==> src/hdl/assert_macros.svh <==
// assertion macros used by the top-level rtl file
`ifndef ASSERT_MACROS_SVH
`define ASSERT_MACROS_SVH

`ifndef ASSERT_OFF

`define ASSERT_IMPLIES(label, clk, rst, ante, cons) \
  label: assert property (@(posedge clk) disable iff (rst) (ante) |-> (cons)) \
    else $error("implication check failed");

`define ASSERT_NEXT(label, clk, rst, ante, cons) \
  label: assert property (@(posedge clk) disable iff (rst) (ante) |=> (cons)) \
    else $error("next-cycle check failed");

`else

`define ASSERT_IMPLIES(label, clk, rst, ante, cons)

`define ASSERT_NEXT(label, clk, rst, ante, cons)

`endif

`endif

==> src/hdl/irdal_pkg.sv <==
// constants and types for the ir distance averaging linearizer
package irdal_pkg;

  localparam int RAW_W     = 10;
  localparam int DIST_W    = 17;
  localparam int CFG_IDX_W = 2;
  localparam int TAPS_DEF  = 10;

  localparam logic [RAW_W-1:0]  RAW_MIN_RST = 10'd80;
  localparam logic [RAW_W-1:0]  RAW_MAX_RST = 10'd500;
  localparam logic [RAW_W-1:0]  BIAS        = 10'd3;
  localparam logic [DIST_W-1:0] DIST_MAX    = 17'd131071;
  localparam logic [DIST_W-1:0] NUM_Q4      = 17'd108592;  // 6787 * 16
  localparam logic [DIST_W-1:0] OFFSET_Q4   = 17'd64;      // 4 * 16

  typedef enum logic [CFG_IDX_W-1:0] {
    REG_RAW_MIN = 2'd0,
    REG_RAW_MAX = 2'd1
  } cfg_reg_t;

  typedef enum logic [1:0] {
    ST_IDLE,
    ST_MEAN,
    ST_LIN,
    ST_DONE
  } state_t;

endpackage

==> src/hdl/ir_distance_average_linearizer_top.sv <==
// ir range sensor clamp, moving average and reciprocal linearization
//
//  channel | signals                        | direction | handshake
//  --------+--------------------------------+-----------+----------------
//  in      | sample                         | input     | in_valid/in_stall
//  out     | raw_average, distance_q4       | output    | out_valid/out_stall
//  cfg     | cfg_index, cfg_data            | input     | cfg_valid/cfg_ready
//
// each word runs through these steps before the next is accepted: acceptance in
// idle, the mean state that forms the window mean by a constant reciprocal
// multiply, a restoring divider making one quotient bit a cycle for the
// reciprocal, and the done state that loads the output register once it is
// free (done waits while out_stall holds the last result). a mean of three
// or less skips the divider. reset clears the sample window and running sum
// and reloads the default limits; no clearing pass. in_stall is high while a
// word is in flight; a finished result waits in the output register, so the
// next word can enter while out_stall holds it.
`include "assert_macros.svh"

module ir_distance_average_linearizer_top #(
  parameter int TAPS = irdal_pkg::TAPS_DEF
) (
  input  logic                          clk,
  input  logic                          rst,
  input  logic                          in_valid,
  output logic                          in_stall,
  input  logic [irdal_pkg::RAW_W-1:0]   sample,
  output logic                          out_valid,
  input  logic                          out_stall,
  output logic [irdal_pkg::RAW_W-1:0]   raw_average,
  output logic [irdal_pkg::DIST_W-1:0]  distance_q4,
  input  logic                          cfg_valid,
  output logic                          cfg_ready,
  input  logic [irdal_pkg::CFG_IDX_W-1:0] cfg_index,
  input  logic [irdal_pkg::RAW_W-1:0]   cfg_data
);

  localparam int RAW_W   = irdal_pkg::RAW_W;
  localparam int DIST_W  = irdal_pkg::DIST_W;
  localparam int SUM_W   = RAW_W + $clog2(TAPS);
  localparam int DIV_W   = DIST_W;
  localparam int CNT_W   = $clog2(DIV_W);
  // floor(sum / TAPS) as (sum * MEAN_MUL) >> MEAN_SH, exact for any sum below 2**SUM_W
  localparam int MEAN_SH = SUM_W + $clog2(TAPS);
  localparam int MUL_W   = SUM_W + 2;
  localparam int PROD_W  = SUM_W + MUL_W;
  localparam logic [MUL_W-1:0] MEAN_MUL =
    MUL_W'(((64'd1 << MEAN_SH) + 64'(TAPS) - 64'd1) / 64'(TAPS));

  irdal_pkg::state_t state, state_next;

  logic [RAW_W-1:0] raw_min, raw_max;
  logic [RAW_W-1:0] hist [TAPS];
  logic [SUM_W-1:0] sum;
  logic [SUM_W-1:0] sum_next;
  logic [RAW_W-1:0] clamped;

  logic [PROD_W-1:0] mean_prod;
  logic [RAW_W-1:0]  mean_calc;

  logic [DIV_W-1:0] div_num;
  logic [RAW_W-1:0] div_rem;
  logic [RAW_W-1:0] div_den;
  logic [CNT_W-1:0] cnt;
  logic [RAW_W-1:0] mean;
  logic [DIST_W-1:0] dist_q4;

  logic [RAW_W:0]   rem_sh;
  logic             q_bit;
  logic [RAW_W-1:0] rem_new;
  logic [DIV_W-1:0] num_new;
  logic             last_step;
  logic [DIST_W-1:0] quot_new;

  logic accept;
  logic load_out;

  assign cfg_ready = 1'b1;

  // clamp: upper limit is checked first, so it wins for samples above it when the limits cross
  always_comb begin
    if (sample > raw_max) begin
      clamped = raw_max;
    end else if (sample < raw_min) begin
      clamped = raw_min;
    end else begin
      clamped = sample;
    end
  end

  assign sum_next = sum - SUM_W'(hist[TAPS-1]) + SUM_W'(clamped);

  // window mean from the registered running sum
  assign mean_prod = PROD_W'(sum) * PROD_W'(MEAN_MUL);
  assign mean_calc = mean_prod[MEAN_SH +: RAW_W];

  // restoring divider step
  assign rem_sh    = {div_rem, div_num[DIV_W-1]};
  assign q_bit     = (rem_sh >= {1'b0, div_den});
  assign rem_new   = q_bit ? RAW_W'(rem_sh - {1'b0, div_den}) : rem_sh[RAW_W-1:0];
  assign num_new   = {div_num[DIV_W-2:0], q_bit};
  assign last_step = (cnt == CNT_W'(DIV_W - 1));
  assign quot_new  = num_new[DIST_W-1:0];

  // next state
  always_comb begin
    state_next = state;
    unique case (state)
      irdal_pkg::ST_IDLE: begin
        if (in_valid) state_next = irdal_pkg::ST_MEAN;
      end
      irdal_pkg::ST_MEAN: begin
        state_next = (mean_calc <= irdal_pkg::BIAS) ? irdal_pkg::ST_DONE
                                                    : irdal_pkg::ST_LIN;
      end
      irdal_pkg::ST_LIN: begin
        if (last_step) state_next = irdal_pkg::ST_DONE;
      end
      irdal_pkg::ST_DONE: begin
        if (!out_valid || !out_stall) state_next = irdal_pkg::ST_IDLE;
      end
      default: state_next = irdal_pkg::ST_IDLE;
    endcase
  end

  // sequencer outputs
  always_comb begin
    in_stall = 1'b1;
    load_out = 1'b0;
    unique case (state)
      irdal_pkg::ST_IDLE: in_stall = 1'b0;
      irdal_pkg::ST_DONE: load_out = !out_valid || !out_stall;
      default: ;
    endcase
  end

  assign accept = in_valid && !in_stall;

  always_ff @(posedge clk) begin
    if (rst) begin
      state   <= irdal_pkg::ST_IDLE;
      raw_min <= irdal_pkg::RAW_MIN_RST;
      raw_max <= irdal_pkg::RAW_MAX_RST;
      sum     <= '0;
      for (int i = 0; i < TAPS; i++) hist[i] <= '0;
      out_valid <= 1'b0;
    end else begin
      state <= state_next;

      if (cfg_valid && cfg_ready) begin
        if (cfg_index == irdal_pkg::REG_RAW_MIN) begin
          raw_min <= cfg_data;
        end else if (cfg_index == irdal_pkg::REG_RAW_MAX) begin
          raw_max <= cfg_data;
        end
      end

      if (accept) begin
        hist[0] <= clamped;
        for (int i = 1; i < TAPS; i++) hist[i] <= hist[i-1];
        sum <= sum_next;
      end

      if (load_out) begin
        out_valid <= 1'b1;
      end else if (out_valid && !out_stall) begin
        out_valid <= 1'b0;
      end
    end
  end

  // divider and result datapath
  always_ff @(posedge clk) begin
    if (state == irdal_pkg::ST_MEAN) begin
      mean    <= mean_calc;
      // reciprocal of the biased mean, unused when the mean saturates
      div_num <= DIV_W'(irdal_pkg::NUM_Q4);
      div_den <= mean_calc - irdal_pkg::BIAS;
      div_rem <= '0;
      cnt     <= '0;
      if (mean_calc <= irdal_pkg::BIAS) begin
        dist_q4 <= irdal_pkg::DIST_MAX;
      end
    end else if (state == irdal_pkg::ST_LIN) begin
      div_num <= num_new;
      div_rem <= rem_new;
      cnt     <= cnt + CNT_W'(1);
      if (last_step) begin
        dist_q4 <= (quot_new < irdal_pkg::OFFSET_Q4) ? '0
                                                     : quot_new - irdal_pkg::OFFSET_Q4;
      end
    end
    if (load_out) begin
      raw_average <= mean;
      distance_q4 <= dist_q4;
    end
  end

  `ASSERT_IMPLIES(a_rem_below_den, clk, rst, (state == irdal_pkg::ST_LIN), (div_rem < div_den))
  `ASSERT_NEXT(a_accept_starts_mean, clk, rst, accept, (state == irdal_pkg::ST_MEAN))
  `ASSERT_IMPLIES(a_low_mean_saturates, clk, rst,
                  (out_valid && raw_average <= irdal_pkg::BIAS),
                  (distance_q4 == irdal_pkg::DIST_MAX))
  `ASSERT_NEXT(a_load_shows_valid, clk, rst, load_out, out_valid)

endmodule

==> config.mk <==
export PLATFORM = sky130hd
export DESIGN_NAME = ir_distance_average_linearizer_top
export DESIGN_NICKNAME = d
export VERILOG_FILES = /design/src/hdl/irdal_pkg.sv /design/src/hdl/ir_distance_average_linearizer_top.sv
export VERILOG_INCLUDE_DIRS = /design/src /design/src/hdl
export SDC_FILE = /design/constraint.sdc
export NUM_CORES = 1
export LEC_CHECK = 0
export BUFFER_PORTS_ARGS = -buffer_cell sky130_fd_sc_hd__buf_2
export CAP_MARGIN = 20
export CORE_MARGIN = 1.5
export CORE_UTILIZATION = 50
export CTS_CLUSTER_DIAMETER = 80
export DETAILED_ROUTE_END_ITERATION = 16
export MAX_ROUTING_LAYER = met4
export PLACE_DENSITY = 0.67
export RECOVER_POWER = 50
export SLEW_MARGIN = 20
export SYNTH_ARGS = -nofsm -noshare
export SYNTH_HDL_FRONTEND = slang
export SYNTH_SLANG_ARGS = --single-unit
==> constraint.sdc <==
create_clock -name clk -period 13.76 [get_ports clk]
set_input_delay 2.064 -clock clk [delete_from_list [all_inputs] [get_ports clk]]
set_output_delay 2.064 -clock clk [all_outputs]
set_load 0.02 [all_outputs]
==> flow_summary_export.csv, run 1 <==
group,metric,value,unit
status,outcome,"complete, but fails checks",
status,violations,"max-capacitance violations, max-slew violations",
route,dr.pass1.iters,5,
synth,synth_ff_type,"edfxtp_1",
cts,clock_sinks,233,
power,leakage,6.90,nW
route,wl_met3,944,um
cells_and_area,num-nets-final,1553,
timing,fin_setup_tns,0,ns
setup_path,cpMostUsedCell,"inv_1",
cts,cts-hold-fix-buffers,0,
global_routing,grt_pass1_wl,40500,um
power,power_density,262,nW/um2
timing,drv_slew,163,
die,die_y,170,um
cts,clk_pin_slew,0.06,ns
route,vias_per_cell,5.11,
route,ant_nets,0,
power,power,4.07,mW
global_routing,overflow,0,
die,io_pins,57,
timing,rsz0062_at_grt,"false",
power,ir_worst_vdd,0.143,mV
route,met2_length,11400,um
global_routing,grt_pass1_vias,8386,
timing,finClkSkew,0.0240,ns
timing,timing_hold_violations_final,0,
setup_path,path_cells,"inv_1 > ha_1 > inv_1 > fa_1 > fa_1 > inv_1 > fa_1 > inv_1 > fa_1 > inv_1 > fa_1 > inv_1 > ha_1 > and4_1 > and4_1 > a41oi_1 > a311oi_1 > xor2_1 > o21bai_1 > or3_4 > or4_1 > o31ai_2 > buf_4",
route,wl_per_cell,14.3,um
cts,post_cts_resized,0,
setup_path,worstSetupPathType,"reg2reg",
route,top_layer,"met4",
synth,netlist_instances,1253,
cts,cts_tree,"yes",
placed_design,port_buffers,55,
timing,worstMarginPinSlew,3.68,ns
synth,synth.mux.area_fraction,2.94,%
synth,synthSimpleGateAreaFrac,10.9,%
global_routing,grt_max_degree,112,
setup_path,r2r_start,"sum[12]$_SDFFE_PP0P_",
setup_path,cp_slowest_cell,"fa_1",
route,drtIter0Drc,510,
cells_and_area,diodes,0,
setup_path,worst_setup_path_start_kind,"register",
cts,numCtsBuffers,25,
cts,cts-root-buf,"clkbuf_16",
timing,setup_viol,0,
route,finalWirelength,24400,um
setup_path,worst-r2r-setup-slack,6.62,ns
setup_path,path_max_fanout,17,
global_routing,antenna_found_initial,0,
cts,cts_setup_buffers,0,
setup_path,required,13.96,ns
die,core_area,27600,um2
synth,ys_seq_area_share,45.1,%
synth,synth_edf_count,164,
cts,clk_path_buf_depth,3,
placed_design,routabilityCongestion,0.866,
die,initial_core_util,50.7,%
synth,syn_area,14000,um2
synth,synth_top_family_by_area,"adder cells",
setup_path,endpoint_kind,"register",
setup_path,critPathMaxStageDelay,0.53,ns
cts,insertion_delay,0.53,ns
cells_and_area,synthToLayoutAreaGrowth,11.1,%
placed_design,dp_hpwl,17800,um
timing,max_slew_margin,-146,%
synth,synth_xor_xnor_area_share,2.56,%
timing,min_period,7.14,ns
route,wl_met1,11500,um
synth,async_flop_share,0,%
worst_hold_path,hp-class,"reg2reg",
timing,post-route-period-util,51.9,%
synth,synthAdderAreaFrac,23.5,%
timing,clock.fmax,140,MHz
cts,htreeDepth,1,
setup_path,arrival,7.35,ns
synth,yosysWarnings,0,
route,drc,0,
route,vias,8704,
setup_path,r2r.worst_path.cells,23,
synth,synth_compound_area_share,8.93,%
die,die_area,29000,um2
synth,ys_ff_latch,233,
synth,syn_nets,1500,
setup_path,rr_endpoint,"dist_q4[16]$_SDFFCE_PN1P_",
die,rows,61,
synth,synth_cell_types,63,
cells_and_area,postLayoutCoreUtil,56.3,%
setup_path,crit_path_end,"dist_q4[16]$_SDFFCE_PN1P_",
global_routing,track_usage,17.9,%
run,maxCapViolCount,3,
synth,post_synth.cell_area_avg,11.2,um2
die,die_w,170,um
setup_path,crit_path_start,"sum[12]$_SDFFE_PP0P_",
cells_and_area,drive_gt1_share,7.18,%
## registers in the layout, summed over array words and instances, names as in the netlist
name,flops
div_num,17
div_rem,10
out_valid,1
state,2
sum,14
distance_q4,17
cnt,5
raw_max,10
div_den,10
hist,100
raw_min,10
raw_average,10
mean,10
dist_q4,17
## worst min path at each step
stage	slack [ns]	from	cells past startpoint	endpoint
6_report	0.41	dist_q4[3]$_SDFFCE_PN1P_	0	distance_q4[3]$_DFFE_PP_
2_1_floorplan	0.40	dist_q4[0]$_SDFFCE_PN1P_	0	distance_q4[0]$_DFFE_PP_
3_5_place_dp	0.40	dist_q4[14]$_SDFFCE_PN1P_	0	distance_q4[14]$_DFFE_PP_
3_3_place_gp	0.40	mean[1]$_DFFE_PN_	0	raw_average[1]$_DFFE_PP_
5_1_grt	0.42	dist_q4[4]$_SDFFCE_PN1P_	0	distance_q4[4]$_DFFE_PP_
4_1_cts	0.42	dist_q4[4]$_SDFFCE_PN1P_	0	distance_q4[4]$_DFFE_PP_
## power by group
group	switching [mW]	internal, mW
registers	0.0861	1.03
clock network	0.270	0.456
logic	1.31	0.914
## per-stage QoR
stage / worst slack [ns] / area, um2 / std cells / hold slack, ns
floorplan: 6.13 / 14000 / 1253 / 0.400
global placement: 6.72 / 14700 / 1656 / 0.402
detailed placement: 6.63 / 14700 / 1657 / 0.405
CTS: 6.61 / 15600 / 1702 / 0.418
global route: 6.19 / 15500 / 1702 / 0.422
finish: 6.62 / 15500 / 1702 / 0.415
## layout by cell type (no fill, tap or decap), types with 4 or more instances in the layout
cell type	count
inv_1	188
edfxtp_1	164
ha_1	148
and2_1	77
nor2_1	76
fa_1	71
dfxtp_1	69
nand2_1	60
a21oi_1	57
o21ai_0	43
clkbuf_1	37
mux2i_1	31
clkbuf_16	26
buf_2	26
xnor2_1	22
xor2_1	17
a21o_1	15
and2_0	15
nand3_1	13
nor3_1	13
a211oi_1	12
o211ai_1	10
mux2_2	9
a211o_1	9
nor2b_1	7
nand2b_1	5
nand4_1	5
or3_1	5
bufinv_16	5
buf_4	5
a21boi_0	4
or2_2	4
o31ai_1	4
a22o_1	4
## kinds of logic (layout without fill, tap and decap cells)
| group | count (synthesis) | in the layout |
|---|---|---|
| XOR/XNOR | 40 | 40 |
| AND/OR/NAND/NOR | 299 | 299 |
| AO/OA/AOI/OAI | 194 | 194 |
| multiplexers | 40 | 40 |
| other | 1 | 1 |
| flip-flops | 233 | 233 |
| buffers and inverters | 226 | 297 |
| adder cells (fa/ha/maj) | 220 | 220 |
## critical path: cells and delay by family (launching register included)
kind	cells	cell delay [ns]
compound gates	4	0.98
buf+inv	7	0.68
fa+ha+maj	7	3.19
flops	1	0.43
xor+xnor	1	0.21
simple gates	4	1.32
## layout make-up
type	count	area, um2
fillers	2373	12100
multi-input cells	794	6870
flip-flops and latches	233	6310
inverters	189	712
clock buffers	34	711
well taps	378	473
repair buffers	63	288
clock inverters	11	190
## Yosys cell counts, types with 2 or more instances
master	number	area share [%]
o41ai_1	3	0.19
mux2i_1	31	2.2
nand2_1	60	1.6
a311oi_1	3	0.19
a211oi_1	12	0.64
mux2_2	9	0.72
edfxtp_1	164	35
and2_1	92	4.1
o211ai_1	10	0.54
o21a_1	3	0.16
or2_2	4	0.18
nand4_1	5	0.22
o21bai_1	3	0.16
inv_1	189	5.1
a21boi_0	4	0.21
nand3_1	13	0.46
o311ai_1	2	0.13
ha_1	149	13
nor2b_1	7	0.31
buf_1	5	0.13
a221oi_1	2	0.13
o31ai_1	5	0.27
xnor2_1	22	1.4
a41oi_1	2	0.13
nor2_1	77	2.1
o21ai_0	43	1.5
a22o_1	4	0.25
o22ai_1	3	0.13
clkbuf_1	31	0.83
a31oi_1	3	0.13
a21o_1	15	0.80
nor3_1	13	0.46
dfxtp_1	69	9.9
a211o_1	9	0.56
o31a_1	2	0.13
or4_1	2	0.11
and4_1	3	0.19
xor2_1	17	1.1
nor4_1	3	0.13
a21oi_1	57	2.0
fa_1	71	10
nand2b_1	5	0.22
or3_1	5	0.22
nand3b_1	3	0.16
## metal layers
| metal | vias to the layer above | GRT usage (%) |
|---|---|---|
| li1 | 4382 | - |
| met5 | - | - |
| met2 | 151 | 29.3 |
| met1 | 4131 | 23.5 |
| met4 | 0 | 4.42 |
| met3 | 40 | 2.47 |
Note: power is estimated with default switching activity, not from simulation.
==> inputs of run 2 (changes only) <==
--- a/config.mk
+++ b/config.mk
@@ -6,6 +6,7 @@
 export SDC_FILE = /design/constraint.sdc
 export NUM_CORES = 1
 export LEC_CHECK = 0
+export ABC_AREA = 1
 export BUFFER_PORTS_ARGS = -buffer_cell sky130_fd_sc_hd__buf_2
 export CAP_MARGIN = 20
 export CORE_MARGIN = 1.5
==> constraint.sdc (replaced) <==
create_clock -name clk -period 6.85 [get_ports clk]
set_input_delay 1.0275 -clock clk [delete_from_list [all_inputs] [get_ports clk]]
set_output_delay 1.0275 -clock clk [all_outputs]
set_load 0.02 [all_outputs]
==> flow_summary_export.csv, run 2 <==
group,metric,value,unit
status,outcome,"complete, but fails checks",
status,violations,"max-capacitance violations, max-slew violations",
global_routing,grt_pass1_vias,10100,
cells_and_area,drive_gt1_share,6.58,%
cts,clk_pin_slew,0.06,ns
cts,cts_setup_buffers,0,
synth,post-synth-top-count-cell,"inv_1",
route,top_layer,"met4",
synth,ys_ff_latch,233,
synth,netlist_top_cells_count,"382 x inv_1, 242 x nand2_1, 174 x nor2_1",
global_routing,overflow,0,
cts,clk_path_buf_depth,3,
route,finalWirelength,28900,um
route,vias_per_cell,4.96,
cells_and_area,synthToLayoutAreaGrowth,10.4,%
run,maxCapViolCount,4,
timing,finClkSkew,0.00870,ns
route,wl_met1,13400,um
route,drc,0,
global_routing,grt_pass1_wl,48500,um
timing,post-route-period-util,87.5,%
cells_and_area,postLayoutCoreUtil,56.6,%
setup_path,worst_setup_path_start_kind,"register",
die,initial_core_util,51.2,%
route,drtIter0Drc,625,
global_routing,antenna_found_initial,0,
synth,syn_area,14800,um2
synth,synth_top_area_share,33.2,%
global_routing,track_usage,20.0,%
route,wl_met3,1150,um
synth,ys_seq_area_share,42.5,%
synth,syn_nets,1886,
timing,drv_slew,222,
cts,htreeDepth,1,
synth,synth_cell_types,43,
route,ant_nets,0,
cells_and_area,diodes,0,
timing,rsz0062_at_grt,"false",
synth,yosysTopAreaCell,"edfxtp_1",
cts,numCtsBuffers,26,
timing,min_period,5.99,ns
cells_and_area,final_common_cell,"inv_1",
die,io_pins,57,
timing,setup_viol,0,
cts,insertion_delay,0.53,ns
synth,netlist_instances,1639,
timing,worstMarginPinSlew,4.09,ns
cells_and_area,num-nets-final,1944,
timing,max_slew_margin,-173,%
synth,synth_edf_count,164,
placed_design,dp_hpwl,21800,um
synth,yosysWarnings,0,
timing,clock.fmax,167,MHz
cts,cts-root-buf,"clkbuf_16",
setup_path,arrival,6.21,ns
route,dr.pass1.iters,7,
die,core_area,28900,um2
synth,async_flop_share,0,%
cells_and_area,final_cell_mix,"382 x inv_1, 242 x nand2_1, 175 x nor2_1",
route,wl_per_cell,13.7,um
synth,post_synth.cell_area_avg,9.05,um2
die,die_y,175,um
route,vias,10400,
setup_path,path_max_fanout,17,
setup_path,endpoint_kind,"register",
placed_design,routabilityCongestion,0.900,
cts,post_cts_resized,0,
synth,synth_ff_type,"edfxtp_1",
die,die_w,175,um
cts,clock_sinks,233,
placed_design,port_buffers,55,
cells_and_area,top_register,"hist",
die,rows,62,
cts,cts-hold-fix-buffers,0,
timing,timing_hold_violations_final,0,
setup_path,worstSetupPathType,"reg2reg",
cells_and_area,largest_reg_flops,100,
route,met2_length,13600,um
worst_hold_path,hp-class,"reg2reg",
global_routing,grt_max_degree,103,
cts,cts_tree,"yes",
setup_path,required,7.07,ns
synth,synthTopCellsByArea,"edfxtp_1 33%, ha_1 13%, inv_1 9.7%",
timing,fin_setup_tns,0,ns
die,die_area,30700,um2
run 2: cell types whose count changed after synthesis, moves of 31 or more:
cell	delta
nor2_1	+97
and2_1	-91
inv_1	+193
mux2i_1	-31
o21ai_0	+43
nand2_1	+182
run 2: critical path: stages (launching register included):
cell and delay, ns:
dfxtp_1 0.42, inv_1 0.10, ha_1 0.33, inv_1 0.11, fa_1 0.54, fa_1 0.53, inv_1 0.06, fa_1 0.53
inv_1 0.05, fa_1 0.51, inv_1 0.06, fa_1 0.50, inv_1 0.05, ha_1 0.32, nand2_1 0.13, inv_1 0.07
nand2_1 0.06, nand2_1 0.06, o21bai_1 0.18, nand2_1 0.09, nand3_1 0.07, nand2_1 0.10, nand2_2 0.09, nor2_4 0.14
nand3_1 0.17, o31ai_2 0.09, buf_4 0.30
run 2: metrics by stage:
stage	instances	setup slack, ns	area, um2	hold slack (ns)
2_1_floorplan	1639	1.21	14800	0.400
3_3_place_gp	2053	1.04	15500	0.401
3_5_place_dp	2053	0.849	15500	0.405
4_1_cts	2101	0.822	16400	0.412
5_1_grt	2101	0.520	16400	0.424
6_report	2101	0.858	16400	0.410
run 2: path summary, 6_finish.rpt:
| kind | start | endpoint | slack (ns) | cells after the start |
|---|---|---|---|---|
| worst max-delay path | sum[12]$_SDFFE_PP0P_ | dist_q4[11]$_SDFFCE_PN1P_ | 0.86 | 26 |
| worst min-delay path | mean[0]$_DFFE_PN_ | raw_average[0]$_DFFE_PP_ | 0.41 | 0 |
| worst max register to register | sum[12]$_SDFFE_PP0P_ | dist_q4[11]$_SDFFCE_PN1P_ | 0.86 | 26 |
| worst min register to register | mean[0]$_DFFE_PN_ | raw_average[0]$_DFFE_PP_ | 0.41 | 0 |
run 2: routing by layer:
layer  vias up  global-route usage (%)
met5         -                       -
li1       5350                       -
met3        53                    2.31
met2       202                    32.8
met4         0                    5.41
met1      4819                    26.3
run 2: layout make-up:
cell class | count | area (um2)
sequential | 233 | 6310
clock inverter | 17 | 204
clock buffer | 31 | 709
fill | 2609 | 12600
multi-input combinational | 986 | 6930
tap | 384 | 480
timing repair buffer | 61 | 272
inverter | 389 | 1460
run 2: kinds of logic (layout without fill, tap and decap cells):
group / after synthesis / count (layout) / share of synthesized area (%)
adder cells (fa/ha/maj): 220 / 220 / 22.2
XOR/XNOR: 21 / 21 / 1.24
other: 1 / 1 / 0.0253
AO/OA/AOI/OAI: 221 / 221 / 8.30
flip-flops: 233 / 233 / 42.5
buffers and inverters: 420 / 498 / 10.7
AND/OR/NAND/NOR: 523 / 523 / 15.0
Power of run 2 is left out: the tool's default activity adds up to more than one toggle a clock period on the data nets, which glitch-free logic cannot reach.
==> inputs of run 3 (changes only) <==
--- a/config.mk
+++ b/config.mk
@@ -13,8 +13,9 @@
 export CORE_UTILIZATION = 50
 export CTS_CLUSTER_DIAMETER = 80
 export DETAILED_ROUTE_END_ITERATION = 16
+export GPL_ROUTABILITY_DRIVEN = 0
 export MAX_ROUTING_LAYER = met4
-export PLACE_DENSITY = 0.67
+export PLACE_DENSITY_LB_ADDON = 0.05
 export RECOVER_POWER = 50
 export SLEW_MARGIN = 20
 export SYNTH_ARGS = -nofsm -noshare
==> flow_summary_export.csv, run 3 (synthesis results as in run 2) <==
group,metric,value,unit
global_routing,overflow,0,
timing,min_period,5.94,ns
status,violations,"max-capacitance violations, max-slew violations",
cts,htreeDepth,1,
timing,rsz0062_at_grt,"false",
cts,insertion_delay,0.53,ns
worst_hold_path,hp-class,"reg2reg",
setup_path,cp_slowest_cell,"fa_1",
route,wl_per_cell,13.7,um
global_routing,antenna_found_initial,0,
cts,cts_tree,"yes",
route,dr.pass1.iters,7,
die,rows,62,
worst_hold_path,holdPathStages,0,
cts,clock_sinks,233,
route,ant_nets,0,
die,core_area,28900,um2
cts,cts-root-buf,"clkbuf_16",
placed_design,port_buffers,55,
global_routing,grt_pass1_vias,9949,
setup_path,worstSetupPathType,"reg2reg",
route,finalWirelength,28800,um
timing,drv_slew,178,
setup_path,r2r.worst_path.cells,26,
run,maxCapViolCount,4,
cells_and_area,num-nets-final,1946,
route,vias_per_cell,4.85,
cts,cts_setup_buffers,0,
route,drtIter0Drc,531,
cells_and_area,synthToLayoutAreaGrowth,10.6,%
cells_and_area,diodes,0,
setup_path,path_max_fanout,17,
die,die_w,175,um
setup_path,critPathMaxStageDelay,0.53,ns
timing,worstMarginPinSlew,2.64,ns
route,vias,10200,
global_routing,grt_max_degree,63,
cells_and_area,final_common_cell,"inv_1",
timing,finClkSkew,0.0252,ns
cells_and_area,postLayoutCoreUtil,56.7,%
cts,cts-hold-fix-buffers,0,
timing,timing_hold_violations_final,0,
setup_path,cpMostUsedCell,"inv_1",
cells_and_area,largest_reg_flops,100,
route,drc,0,
die,io_pins,57,
status,outcome,"complete, but fails checks",
timing,setup_viol,0,
setup_path,arrival,6.15,ns
global_routing,track_usage,20.1,%
timing,max_slew_margin,-76.3,%
global_routing,grt_pass1_wl,48400,um
timing,post-route-period-util,86.7,%
setup_path,endpoint_kind,"register",
cells_and_area,top_register,"hist",
placed_design,dp_hpwl,22000,um
cts,clk_path_buf_depth,3,
cells_and_area,drive_gt1_share,6.86,%
timing,clock.fmax,168,MHz
setup_path,worst_setup_path_start_kind,"register",
cts,post_cts_resized,0,
cells_and_area,final_cell_mix,"381 x inv_1, 242 x nand2_1, 174 x nor2_1",
cts,numCtsBuffers,26,
cts,clk_pin_slew,0.06,ns
setup_path,required,7.06,ns
die,die_y,175,um
die,initial_core_util,51.2,%
die,die_area,30700,um2
timing,fin_setup_tns,0,ns
==> run 3: changes by cell type in the layout (fill, tap and decap cells not counted), sizes merged <==
cell / previous run / this run
clkbuf: 64 / 65
clkinv: 15 / 12
bufinv: 4 / 5
clkinvlp: 2 / 4
buf: 28 / 29
==> run 3: critical path: cells and delay by family (launching register included) <==
| family | cells | cell delay, ns |
|---|---|---|
| compound gates | 2 | 0.28 |
| fa+ha+maj | 7 | 3.20 |
| flops | 1 | 0.41 |
| buf+inv | 8 | 0.77 |
| simple gates | 9 | 0.95 |
==> run 3: layout make-up <==
class | instances | area, um2
well taps | 384 | 480
clock inverters | 17 | 230
clock buffers | 31 | 701
repair buffers | 63 | 280
flip-flops and latches | 233 | 6310
fillers | 2681 | 12500
inverters | 389 | 1460
multi-input cells | 986 | 6940
==> run 3: routing by layer <==
layer | track usage, % | share of wire [%]
met5 | - | 0
met4 | 5.84 | 2.8
met3 | 2.31 | 2.8
met2 | 33.5 | 47
met1 | 25.8 | 47
==> run 3: per-stage QoR <==
step | cell area, um2 | setup slack [ns] | hold WS [ns] | std cells
detailed placement | 15500 | 0.910 | 0.405 | 2055
global placement | 15500 | 1.03 | 0.402 | 2055
floorplan | 14800 | 1.21 | 0.400 | 1639
CTS | 16500 | 0.893 | 0.412 | 2103
finish | 16400 | 0.909 | 0.413 | 2103
global route | 16400 | 0.417 | 0.419 | 2103
==> run 3: path summary, 6_finish.rpt <==
check / endpoint / slack, ns / startpoint
worst min register to register: raw_average[8]$_DFFE_PP_ / 0.41 / mean[8]$_DFFE_PN_
worst min-delay path: raw_average[8]$_DFFE_PP_ / 0.41 / mean[8]$_DFFE_PN_
worst max register to register: dist_q4[11]$_SDFFCE_PN1P_ / 0.91 / sum[12]$_SDFFE_PP0P_
worst max-delay path: dist_q4[11]$_SDFFCE_PN1P_ / 0.91 / sum[12]$_SDFFE_PP0P_
Power of run 3 is left out for the same reason.
